### src/sv/ctsch_pkg.sv
// ----------------------------------------------------------------------------
// ctsch_pkg
// Shared constants, codes and controller/datapath interface types for the
// cooperative task scheduler.
// ----------------------------------------------------------------------------
package ctsch_pkg;

  // Table geometry and tick length
  localparam int MAX_TASKS = 8;
  localparam int TICK_MS   = 10;
  localparam int IDX_W     = (MAX_TASKS > 1) ? $clog2(MAX_TASKS) : 1;
  localparam int CNT_W     = $clog2(MAX_TASKS + 1);

  // Reciprocal for ms -> tick conversion: floor(x / TICK_MS) = (x * RECIP_M) >> RECIP_SH
  localparam int RECIP_L  = $clog2(TICK_MS);
  localparam int RECIP_SH = 32 + RECIP_L;
  localparam logic [32:0] RECIP_M =
    33'(((64'd1 << RECIP_SH) + 64'(TICK_MS) - 64'd1) / 64'(TICK_MS));

  // Command codes
  localparam logic [1:0] CMD_TICK = 2'd0;
  localparam logic [1:0] CMD_ADD  = 2'd1;
  localparam logic [1:0] CMD_DISP = 2'd2;
  localparam logic [1:0] CMD_DEL  = 2'd3;

  // Reply kinds
  localparam logic [1:0] KIND_ADD  = 2'd0;
  localparam logic [1:0] KIND_DISP = 2'd1;
  localparam logic [1:0] KIND_DEL  = 2'd2;

  // Reply status
  localparam logic ST_OK   = 1'b0;
  localparam logic ST_FAIL = 1'b1;

  // Controller -> datapath commands
  typedef struct packed {
    logic load;       // capture the input transfer, rewind the walk pointer
    logic tick_step;  // count down the entry under the pointer
    logic disp_step;  // examine the entry under the pointer for dispatch
    logic do_add;     // append a task and reply
    logic do_del;     // delete a task and reply
    logic flush;      // send the held dispatch reply as the last one
  } ctl_cmd_t;

  // Datapath -> controller status
  typedef struct packed {
    logic at_end;              // walk pointer has reached the task count
    logic [CNT_W-1:0] count;   // current task count
  } dp_status_t;

endpackage

### src/sv/ctsch_ctrl.sv
// ----------------------------------------------------------------------------
// ctsch_ctrl
// Sequencer: accepts a command, then steps the datapath through the table
// walk or the single add/delete operation.
// ----------------------------------------------------------------------------
module ctsch_ctrl (
  input  logic                  clk,
  input  logic                  rst,
  input  logic                  start,
  input  logic [1:0]            command,
  input  ctsch_pkg::dp_status_t dp_status,
  output logic                  busy,
  output ctsch_pkg::ctl_cmd_t   ctl_cmd
);

  localparam logic [2:0] S_IDLE = 3'd0;
  localparam logic [2:0] S_TICK = 3'd1;
  localparam logic [2:0] S_ADD  = 3'd2;
  localparam logic [2:0] S_DISP = 3'd3;
  localparam logic [2:0] S_DEL  = 3'd4;

  logic [2:0] state;
  logic [2:0] state_next;

  // State register
  always_ff @(posedge clk) begin
    if (rst) begin
      state <= S_IDLE;
    end else begin
      state <= state_next;
    end
  end

  // Next state and datapath commands
  always_comb begin
    state_next = state;
    ctl_cmd    = '0;
    unique case (state)
      S_IDLE: begin
        if (start) begin
          ctl_cmd.load = 1'b1;
          unique case (command)
            ctsch_pkg::CMD_TICK: state_next = S_TICK;
            ctsch_pkg::CMD_ADD:  state_next = S_ADD;
            ctsch_pkg::CMD_DISP: state_next = S_DISP;
            ctsch_pkg::CMD_DEL:  state_next = S_DEL;
            default:             state_next = S_IDLE;
          endcase
        end
      end
      S_TICK: begin
        if (dp_status.at_end) begin
          state_next = S_IDLE;
        end else begin
          ctl_cmd.tick_step = 1'b1;
        end
      end
      S_ADD: begin
        ctl_cmd.do_add = 1'b1;
        state_next     = S_IDLE;
      end
      S_DISP: begin
        if (dp_status.at_end) begin
          ctl_cmd.flush = 1'b1;
          state_next    = S_IDLE;
        end else begin
          ctl_cmd.disp_step = 1'b1;
        end
      end
      S_DEL: begin
        ctl_cmd.do_del = 1'b1;
        state_next     = S_IDLE;
      end
      default: begin
        state_next = S_IDLE;
      end
    endcase
  end

  assign busy = (state != S_IDLE);

endmodule

### src/sv/ctsch_dpath.sv
// ----------------------------------------------------------------------------
// ctsch_dpath
// Task table, walk pointer, ms-to-tick conversion and reply register.
// ----------------------------------------------------------------------------
module ctsch_dpath (
  input  logic                  clk,
  input  logic                  rst,
  input  ctsch_pkg::ctl_cmd_t   ctl_cmd,
  input  logic [31:0]           delay_ms,
  input  logic [31:0]           period_ms,
  input  logic [15:0]           task_tag,
  input  logic [2:0]            task_index,
  output ctsch_pkg::dp_status_t dp_status,
  output logic                  reply_valid,
  output logic [1:0]            reply_kind,
  output logic                  status,
  output logic [3:0]            slot,
  output logic [15:0]           tag,
  output logic                  last
);

  localparam int MT = ctsch_pkg::MAX_TASKS;
  localparam int CW = ctsch_pkg::CNT_W;
  localparam int IW = ctsch_pkg::IDX_W;

  // Task table
  logic [15:0] entry_tag     [MT];
  logic [31:0] entry_delay   [MT];
  logic [31:0] entry_period  [MT];
  logic [7:0]  entry_pending [MT];
  logic [CW-1:0] task_count;

  // Captured transfer
  logic [15:0] tag_q;
  logic [2:0]  index_q;
  logic [31:0] delay_q;
  logic [31:0] period_q;

  // Walk pointer and held dispatch reply
  logic [CW-1:0] ptr;
  logic          held_valid;
  logic [3:0]    held_slot;
  logic [15:0]   held_tag;

  // ms -> ticks by reciprocal multiply
  logic [64:0] delay_prod;
  logic [64:0] period_prod;
  assign delay_prod  = 65'(delay_ms)  * 65'(ctsch_pkg::RECIP_M);
  assign period_prod = 65'(period_ms) * 65'(ctsch_pkg::RECIP_M);

  // Entry under the pointer
  logic [IW-1:0] p;
  logic [IW-1:0] add_idx;
  logic [15:0]   tag_p;
  logic [31:0]   delay_p;
  logic [31:0]   period_p;
  logic [7:0]    pending_p;
  assign p         = ptr[IW-1:0];
  assign add_idx   = task_count[IW-1:0];
  assign tag_p     = entry_tag[p];
  assign delay_p   = entry_delay[p];
  assign period_p  = entry_period[p];
  assign pending_p = entry_pending[p];

  logic full;
  logic del_ok;
  logic run_p;
  assign full   = (task_count >= CW'(MT));
  assign del_ok = (8'(index_q) < 8'(task_count));
  assign run_p  = (pending_p != 8'd0);

  // Removal request: one-shot task dispatched, or a valid delete
  logic          rm_en;
  logic [CW-1:0] rm_idx;
  always_comb begin
    rm_en  = 1'b0;
    rm_idx = ptr;
    if (ctl_cmd.disp_step && run_p && (period_p == 32'd0)) begin
      rm_en = 1'b1;
    end else if (ctl_cmd.do_del && del_ok) begin
      rm_en  = 1'b1;
      rm_idx = CW'(index_q);
    end
  end

  // Capture the transfer
  always_ff @(posedge clk) begin
    if (ctl_cmd.load) begin
      tag_q    <= task_tag;
      index_q  <= task_index;
      delay_q  <= 32'(delay_prod >> ctsch_pkg::RECIP_SH);
      period_q <= 32'(period_prod >> ctsch_pkg::RECIP_SH);
    end
  end

  // Table update
  always_ff @(posedge clk) begin
    if (rst) begin
      task_count <= '0;
      for (int j = 0; j < MT; j++) begin
        entry_pending[j] <= 8'd0;
      end
    end else begin
      // append
      if (ctl_cmd.do_add && !full) begin
        entry_tag[add_idx]     <= tag_q;
        entry_delay[add_idx]   <= delay_q;
        entry_period[add_idx]  <= period_q;
        entry_pending[add_idx] <= 8'd0;
        task_count             <= task_count + CW'(1);
      end
      // countdown, reload and saturating pending count
      if (ctl_cmd.tick_step) begin
        if (delay_p != 32'd0) begin
          entry_delay[p] <= delay_p - 32'd1;
        end else begin
          entry_delay[p] <= period_p;
          if (pending_p != 8'hFF) begin
            entry_pending[p] <= pending_p + 8'd1;
          end
        end
      end
      // periodic task run: use up one pending run
      if (ctl_cmd.disp_step && run_p && (period_p != 32'd0)) begin
        entry_pending[p] <= pending_p - 8'd1;
      end
      // close up the table over the removed slot
      if (rm_en) begin
        for (int j = 0; j < MT - 1; j++) begin
          if ((j >= int'(rm_idx)) && (j + 1 < int'(task_count))) begin
            entry_tag[j]     <= entry_tag[j+1];
            entry_delay[j]   <= entry_delay[j+1];
            entry_period[j]  <= entry_period[j+1];
            entry_pending[j] <= entry_pending[j+1];
          end
        end
        for (int j = 0; j < MT; j++) begin
          if (j == int'(task_count) - 1) begin
            entry_pending[j] <= 8'd0;
          end
        end
        task_count <= task_count - CW'(1);
      end
    end
  end

  // Walk pointer: stays put after a removal, the next entry has moved in
  always_ff @(posedge clk) begin
    if (ctl_cmd.load) begin
      ptr <= '0;
    end else if (ctl_cmd.tick_step) begin
      ptr <= ptr + CW'(1);
    end else if (ctl_cmd.disp_step && !rm_en) begin
      ptr <= ptr + CW'(1);
    end
  end

  // Held dispatch reply: last is known only when the walk ends
  always_ff @(posedge clk) begin
    if (rst) begin
      held_valid <= 1'b0;
    end else if (ctl_cmd.disp_step && run_p) begin
      held_valid <= 1'b1;
      held_slot  <= 4'(ptr);
      held_tag   <= tag_p;
    end else if (ctl_cmd.flush) begin
      held_valid <= 1'b0;
    end
  end

  // Reply register, one-cycle strobe
  always_ff @(posedge clk) begin
    if (rst) begin
      reply_valid <= 1'b0;
    end else begin
      reply_valid <= 1'b0;
      if (ctl_cmd.do_add) begin
        reply_valid <= 1'b1;
        reply_kind  <= ctsch_pkg::KIND_ADD;
        last        <= 1'b1;
        if (full) begin
          status <= ctsch_pkg::ST_FAIL;
          slot   <= 4'd0;
          tag    <= 16'd0;
        end else begin
          status <= ctsch_pkg::ST_OK;
          slot   <= 4'(task_count);
          tag    <= tag_q;
        end
      end else if (ctl_cmd.do_del) begin
        reply_valid <= 1'b1;
        reply_kind  <= ctsch_pkg::KIND_DEL;
        tag         <= 16'd0;
        last        <= 1'b1;
        if (del_ok) begin
          status <= ctsch_pkg::ST_OK;
          slot   <= 4'(task_count - CW'(1));
        end else begin
          status <= ctsch_pkg::ST_FAIL;
          slot   <= 4'(task_count);
        end
      end else if (held_valid && ((ctl_cmd.disp_step && run_p) || ctl_cmd.flush)) begin
        reply_valid <= 1'b1;
        reply_kind  <= ctsch_pkg::KIND_DISP;
        status      <= ctsch_pkg::ST_OK;
        slot        <= held_slot;
        tag         <= held_tag;
        last        <= ctl_cmd.flush;
      end
    end
  end

  assign dp_status.at_end = (ptr >= task_count);
  assign dp_status.count  = task_count;

endmodule

### src/sv/cooperative_task_scheduler.sv
// ----------------------------------------------------------------------------
// cooperative_task_scheduler
// Time-triggered task table with tick, add, dispatch and delete commands.
// ----------------------------------------------------------------------------
// A command is taken when start is high and busy is low. Add and delete give
// one reply, strobed on reply_valid in the same cycle that busy falls. Tick
// and dispatch walk the table one entry per cycle; tick gives no reply,
// dispatch gives one reply per pending task, one per cycle at most, with last
// set on the final one. Each reply is on the ports for exactly one cycle and
// there is no way to hold it off, so the receiver must take every strobe. The
// next command may be given while the last reply is still on the ports.
// ----------------------------------------------------------------------------
module cooperative_task_scheduler (
  input  logic        clk,
  input  logic        rst,
  input  logic        start,
  output logic        busy,
  input  logic [1:0]  command,
  input  logic [31:0] delay_ms,
  input  logic [31:0] period_ms,
  input  logic [15:0] task_tag,
  input  logic [2:0]  task_index,
  output logic        reply_valid,
  output logic [1:0]  reply_kind,
  output logic        status,
  output logic [3:0]  slot,
  output logic [15:0] tag,
  output logic        last
);

  ctsch_pkg::ctl_cmd_t   ctl_cmd;
  ctsch_pkg::dp_status_t dp_status;

  // Sequencer
  ctsch_ctrl u_ctrl (
    .clk       (clk),
    .rst       (rst),
    .start     (start),
    .command   (command),
    .dp_status (dp_status),
    .busy      (busy),
    .ctl_cmd   (ctl_cmd)
  );

  // Table and reply datapath
  ctsch_dpath u_dpath (
    .clk         (clk),
    .rst         (rst),
    .ctl_cmd     (ctl_cmd),
    .delay_ms    (delay_ms),
    .period_ms   (period_ms),
    .task_tag    (task_tag),
    .task_index  (task_index),
    .dp_status   (dp_status),
    .reply_valid (reply_valid),
    .reply_kind  (reply_kind),
    .status      (status),
    .slot        (slot),
    .tag         (tag),
    .last        (last)
  );

  // Table never overflows
  a_count_bound: assert property (@(posedge clk) disable iff (rst)
    dp_status.count <= ctsch_pkg::CNT_W'(ctsch_pkg::MAX_TASKS))
    else $error("task count above table size");

  // A transfer always makes the block busy in the next cycle
  a_accept_busy: assert property (@(posedge clk) disable iff (rst)
    (start && !busy) |=> busy)
    else $error("busy not raised after transfer");

  // Add and delete replies are single and final
  a_single_last: assert property (@(posedge clk) disable iff (rst)
    (reply_valid && (reply_kind == ctsch_pkg::KIND_ADD ||
                     reply_kind == ctsch_pkg::KIND_DEL)) |-> last)
    else $error("add/delete reply without last");

  // Dispatch replies never fail
  a_disp_ok: assert property (@(posedge clk) disable iff (rst)
    (reply_valid && reply_kind == ctsch_pkg::KIND_DISP) |-> (status == ctsch_pkg::ST_OK))
    else $error("failed dispatch reply");

  // The final reply of a command leaves the block idle
  a_last_idle: assert property (@(posedge clk) disable iff (rst)
    (reply_valid && last) |-> !$past(busy, 2) || !busy)
    else $error("busy after final reply");

endmodule

### config.mk
export PLATFORM = sky130hd
export DESIGN_NAME = cooperative_task_scheduler
export DESIGN_NICKNAME = d
export VERILOG_FILES = /design/src/sv/ctsch_pkg.sv /design/src/sv/ctsch_ctrl.sv /design/src/sv/ctsch_dpath.sv /design/src/sv/cooperative_task_scheduler.sv
export SDC_FILE = /design/constraint.sdc
export NUM_CORES = 2
export LEC_CHECK = 0
export BUFFER_PORTS_ARGS = -buffer_cell sky130_fd_sc_hd__buf_2
export CORE_UTILIZATION = 40
export CTS_CLUSTER_DIAMETER = 50
export DETAILED_ROUTE_END_ITERATION = 8
export PLACE_DENSITY = 0.61
export SLEW_MARGIN = 40
export SYNTH_ARGS = -nofsm -noshare
export SYNTH_HDL_FRONTEND = slang
export SYNTH_SLANG_ARGS = --single-unit
export TNS_END_PERCENT = 5
### constraint.sdc
create_clock -name clk -period 9.4 [get_ports clk]
set_clock_uncertainty 0.2 [all_clocks]
set_input_delay 1.41 -clock clk [delete_from_list [all_inputs] [get_ports clk]]
set_output_delay 1.41 -clock clk [all_outputs]
set_load 0.02 [all_outputs]
=== Yosys cells after proc, flatten, opt, wreduce, memory -nomap -nowiden ===
Memories as Yosys holds them, arrays and structs flattened. A register that Yosys moved wholly into a read port is not among the register bits.
Index checks and enable logic that the tools add are counted.

* $add $sub $neg: 7
* $mul: 2
* Order comparisons: 17
* Eq/ne operators: 17
* Mux-type cells: 165
* Bitwise logic cells: 18
* Reduce and logical (&&, ||, !) cells: 40

{| class="wikitable"
|+ Operators with widths
! kind !! count
|-
| $mux 8 || 18
|-
| $eq 4x32->1 const A || 4
|-
| $mul 32x32->64 const B || 2
|-
| $mux 32 || 4
|-
| $mux 1 || 109
|-
| $reduce_or 32->1 || 3
|-
| $mux 16 || 5
|-
| $eq 3x32->1 const A || 2
|-
| $logic_not 32->1 || 2
|-
| $reduce_bool 32->1 || 2
|-
| $mux 4 || 11
|-
| $mux 3 || 14
|-
| $eq 2x32->1 const A || 1
|-
| $sub 32x1->32 const B || 1
|-
| $or 1x1->1 || 17
|-
| $lt 3x4->1 const A || 4
|-
| $reduce_or 16->1 || 1
|-
| $reduce_or 8->1 || 2
|-
| $logic_and 1x1->1 || 14
|-
| $ge 3x4->1 const A || 3
|-
| $pmux 3 s4 || 1
|-
| $add 4x1->4 const B || 2
|-
| $add 8x1->8 const B || 1
|-
| $ge 1x4->1 const A || 2
|-
| other kinds (29) || 41
|}

* Bits in registers: 118
* Bits in writable memories: 704
* Memories: 4

{| class="wikitable"
|+ Memory list
! name !! words !! width !! rd ports !! clocked after Yosys merged registers in !! write ports !! RTL line !! source
|-
| u_dpath.entry_delay || 8 || 32 || 8 || 1 || 7 || ctsch_dpath.sv:28 || <nowiki>logic [31:0] entry_delay [MT];</nowiki>
|-
| u_dpath.entry_period || 8 || 32 || 8 || 1 || 7 || ctsch_dpath.sv:29 || <nowiki>logic [31:0] entry_period [MT];</nowiki>
|-
| u_dpath.entry_tag || 8 || 16 || 8 || 1 || 7 || ctsch_dpath.sv:27 || <nowiki>logic [15:0] entry_tag [MT];</nowiki>
|-
| u_dpath.entry_pending || 8 || 8 || 8 || 1 || 8 || ctsch_dpath.sv:30 || <nowiki>logic [7:0] entry_pending [MT];</nowiki>
|}

=== Logic depth before layout (Yosys ltp) ===
* Word-level depth: 16
* Mapped depth: 26
* Depth with buffers taken out: 26

=== Hierarchy ===
Synthesis repeated with hierarchy kept, for this count alone.

* Cell total of the unflattened synthesis: 6703
* Area total of the unflattened synthesis: 75502.4 µm²

{| class="wikitable"
|+ Modules (own cells, without submodules)
! module !! times used !! cells each !! area each (µm²) !! sequential area each (µm²)
|-
| ctsch_dpath || 1 || 6682 || 75268.4 || 25034.0
|-
| ctsch_ctrl || 1 || 21 || 234.0 || 60.1
|}

=== Worst setup path before layout ===
Ideal clock, no wire load.

* Path type: input -> register
* Start: input delay_ms[14]
* End: register u_dpath.delay_q[28], data pin
* Data arrival time: 7.758 ns
* Data required time: 9.063 ns
* Path slack: 1.305 ns
* Cell stages on the path: 22
* Cell sequence: ha_1 -> inv_1 -> fa_1 -> inv_1 -> fa_1 -> inv_1 -> fa_1 -> inv_1 -> fa_1 -> fa_1 -> fa_1 -> fa_1 -> ha_1 -> a211oi_1 -> nor2_1 -> o311ai_0 -> o31ai_1 -> a21oi_1 -> o311ai_0 -> and3_1 -> or4b_2 -> nand4_1

* Longest elaborated chain between the ends: 1

{| class="wikitable"
|+ RTL lines
! element !! RTL line !! source
|-
| start, declared || cooperative_task_scheduler.sv:19 || <nowiki>input logic [31:0] delay_ms,</nowiki>
|-
| $mul 32x32->64 || ctsch_dpath.sv:48 || <nowiki>assign delay_prod = 65'(delay_ms) * 65'(ctsch_pkg::RECIP_M);</nowiki>
|-
| via u_dpath.delay_prod[64] || ctsch_dpath.sv:46 || <nowiki>logic [64:0] delay_prod;</nowiki>
|-
| end signal, assigned || ctsch_dpath.sv:91 || <nowiki>delay_q <= 32'(delay_prod >> ctsch_pkg::RECIP_SH);</nowiki>
|-
| end, declared || ctsch_dpath.sv:36 || <nowiki>logic [31:0] delay_q;</nowiki>
|}

The timed path passes the listed nets, and every way through them passes these cells.
A chain may end at the register's enable or synchronous reset.

=== Worst setup path after layout ===
* Start: input delay_ms[15]
* End: register u_dpath.delay_q[18], data pin

Same word-level chain as after synthesis.

==> results.py <==
metrics = {
    "timing": {
        "setup_violations": 0,
        "period_needed_ns": 8.76,
        "maxSlewHeadroom_pct": 42.4,
        "fin_crit_sh_pct": 93.2,
        "tightest_slew_ns": 0.865,
        "clock.fmax_ghz": 0.114,
        "finalHoldViolations": 0,
        "maxSlewViolCount": 0,
        "setup_tns_ns": 0,
        "rsz0062_at_grt": "no",
    },
    "floorplanning": {
        "fp-row-count": 158,
        "die_h_um": 434,
        "ioPinCount": 114,
        "chipWidth_um": 434,
        "start_util_pct": 40.2,
        "dieArea_um2": 188000,
        "coreArea_um2": 185000,
    },
    "clock_tree": {
        "clkLatencyLatePin_ns": 0.68,
        "numCtsBuffers": 95,
        "hold_buffers": 0,
        "clkSlewWorstSetupHoldPaths_ns": 0.06,
        "cts_root_buf": "clkbuf_16",
        "cts_sinks": 841,
        "cts_resized": 0,
        "cts_setup_buffers": 0,
        "cts_buffer_depth": 3,
        "cts_tree": "done",
        "htree_levels": 3,
    },
    "detailed_routing": {
        "firstDrtPassIters": 8,
        "wl_um": 221000,
        "vias_per_cell": 5.57,
        "antenna_left": 0,
        "drc": 0,
        "num_vias": 50600,
        "drt_iter0_markers": 4541,
        "wl_per_cell_um": 24.3,
    },
    "synth": {
        "synth_nets": 7995,
        "seq_area_frac_synth_pct": 33.7,
        "post_synth_num_cell_types": 87,
        "netlist_top_cells_area": "edfxtp_1, fa_1, ha_1",
        "yosysWarnings": 0,
        "yosysTopAreaCellShare_pct": 33.2,
        "netlist_area_um2": 74600,
        "async_flop_share_pct": 0,
        "synthFlopType": "edfxtp_1",
        "synthCells": 6419,
        "ys_ff_latch": 841,
        "yosysTopAreaCell": "edfxtp_1",
        "syn_area_per_cell_um2": 11.6,
        "synth_edf_count": 825,
    },
    "layout": {
        "drive_gt1_share_pct": 12.3,
        "layout_commonest_cell": "inv_1",
        "fillCellCount": 17200,
        "areaGrowthSynthToFinish_pct": 9.80,
        "layout.nets": 8098,
        "multi_input_area_um2": 44300,
        "final_cell_mix": "inv_1, edfxtp_1, fa_1, ha_1, nor2_1",
        "ff_latch_area_um2": 25100,
    },
    "grt": {
        "grt_pass1_vias": 52200,
        "grt_usage_pct": 23.5,
        "grt_max_degree": 91,
        "grt_pass1_wl_um": 333000,
        "antenna_found_initial": 11,
        "overflow": 0,
    },
    "run_status": {
        "outcome": "finished clean",
    },
    "worst_setup_path": {
        "cp-start-kind": "input pin",
        "crit_path_max_fanout": 5,
        "critPathKind": "input pin to register",
        "cp-end-kind": "register",
        "worstPathRequired_ns": 9.61,
        "worstPathArrival_ns": 8.97,
    },
    "placed_design": {
        "port_buffers": 113,
        "dpl.hpwl_um": 167000,
        "gp_congestion": 0.963,
    },
    "run": {
        "max_cap_viol_count": 0,
    },
    "hold_path": {
        "holdCritPathClass": "register to register",
    },
}
-- synthesized netlist by cell type (41+ instances only) --
cell type,n
clkbuf_1,132
buf_2,77
a21oi_1,403
xor2_1,88
o21ai_0,114
xnor2_1,87
o31ai_1,57
ha_1,715
a21o_1,74
a31oi_1,41
and2_1,41
mux2_2,149
inv_1,1173
nor3_1,66
edfxtp_1,825
nor2_1,452
nand3_1,54
fa_1,773
mux4_2,174
mux2i_1,118
nand2_1,279
-- through the flow --
stage | utilization [%] | area (µm²) | hold slack [ns] | worst slack, ns | instances
finish | 44.2 | 81900 | 0.275 | 0.638 | 9086
global route | 44.2 | 81900 | 0.287 | 0.322 | 9086
CTS | 44.2 | 81800 | 0.275 | 0.829 | 9081
detailed placement | 42.5 | 78700 | 0.267 | 0.143 | 8905
global placement | 42.3 | 78300 | 0.243 | 0.164 | 8891
floorplan | - | 74600 | 0.232 | 1.30 | 6419
-- final timing paths --
kind                      startpoint                          end  slack, ns  cells after the start
hold / removal    u_dpath.held_valid           u_dpath.held_valid       0.28                      2
setup reg to reg            register  u_dpath.entry_pending[1][6]       2.87                     11
setup / recovery        delay_ms[15]          u_dpath.delay_q[18]       0.64                     24
hold reg to reg   u_dpath.held_valid           u_dpath.held_valid       0.28                      2
-- per-layer routing --
metal / vias up / share of wire (%) / routed length, µm / global-route usage [%]
met1: 25800 / 43 / 95300 / 33.0
li1: 22400 / - / - / -
met4: 2 / 2.6 / 5830 / 6.17
met2: 2111 / 47 / 104000 / 38.1
met5: - / 0.0059 / 13 / 0
met3: 306 / 7.4 / 16300 / 3.33
-- logic make-up (layout without fill, tap and decap cells) --
group	after synthesis	count (layout)	synth area share, %
other	0	5	0
muxes	441	441	9.09
DFF	841	841	33.7
adders and majority gates	1488	1488	32.8
and+or+nand+nor	1080	1080	6.53
AOI/OAI and AO/OA	977	977	8.51
buffers and inverters	1417	1599	7.40
xor gates and xnor gates	175	175	2.06
-- worst max-delay path, stage by stage --
cell and delay (ns):
buf_2 0.20, ha_1 0.45, inv_1 0.18, fa_1 0.57
inv_1 0.06, fa_1 0.51, inv_1 0.06, fa_1 0.50
inv_1 0.05, fa_1 0.58, fa_1 0.46, fa_1 0.43
fa_1 0.47, ha_1 0.39, nand4_1 0.28, nor3b_1 0.10
buf_4 0.15, a22oi_1 0.15, nand3_1 0.18, a221oi_1 0.66
a21oi_1 0.35, a211oi_1 0.40, o21ai_0 0.18, xor2_1 0.17
-- cell type report --
| type | count | share of cell area (%) |
|---|---|---|
| clock buffers | 112 | 3.08 |
| diodes | 5 | 0.0153 |
| clock inverters | 64 | 0.773 |
| multi-input cells | 4161 | 54.1 |
| flip-flops and latches | 841 | 30.7 |
| well taps | 2480 | 3.79 |
| repair buffers | 249 | 2.14 |
| inverters | 1174 | 5.38 |
-- state kept, by name, summed over array words and instances, names as in the netlist, named ones only --
signal                 flops
u_dpath.ptr                4
u_dpath.held_tag          16
u_ctrl.state               3
u_dpath.delay_q           29
u_dpath.entry_delay      256
u_dpath.reply_kind         2
u_dpath.status             1
u_dpath.entry_period     256
u_dpath.entry_tag        128
u_dpath.period_q          29
u_dpath.tag_q             16
u_dpath.entry_pending     64
u_dpath.index_q            3
u_dpath.held_valid         1
u_dpath.held_slot          4
u_dpath.last               1
u_dpath.tag               16
u_dpath.slot               4
u_dpath.reply_valid        1
u_dpath.task_count         4
Power is not shown: default switching activity piles up to over one toggle a cycle in this logic, so the estimate is an artifact.
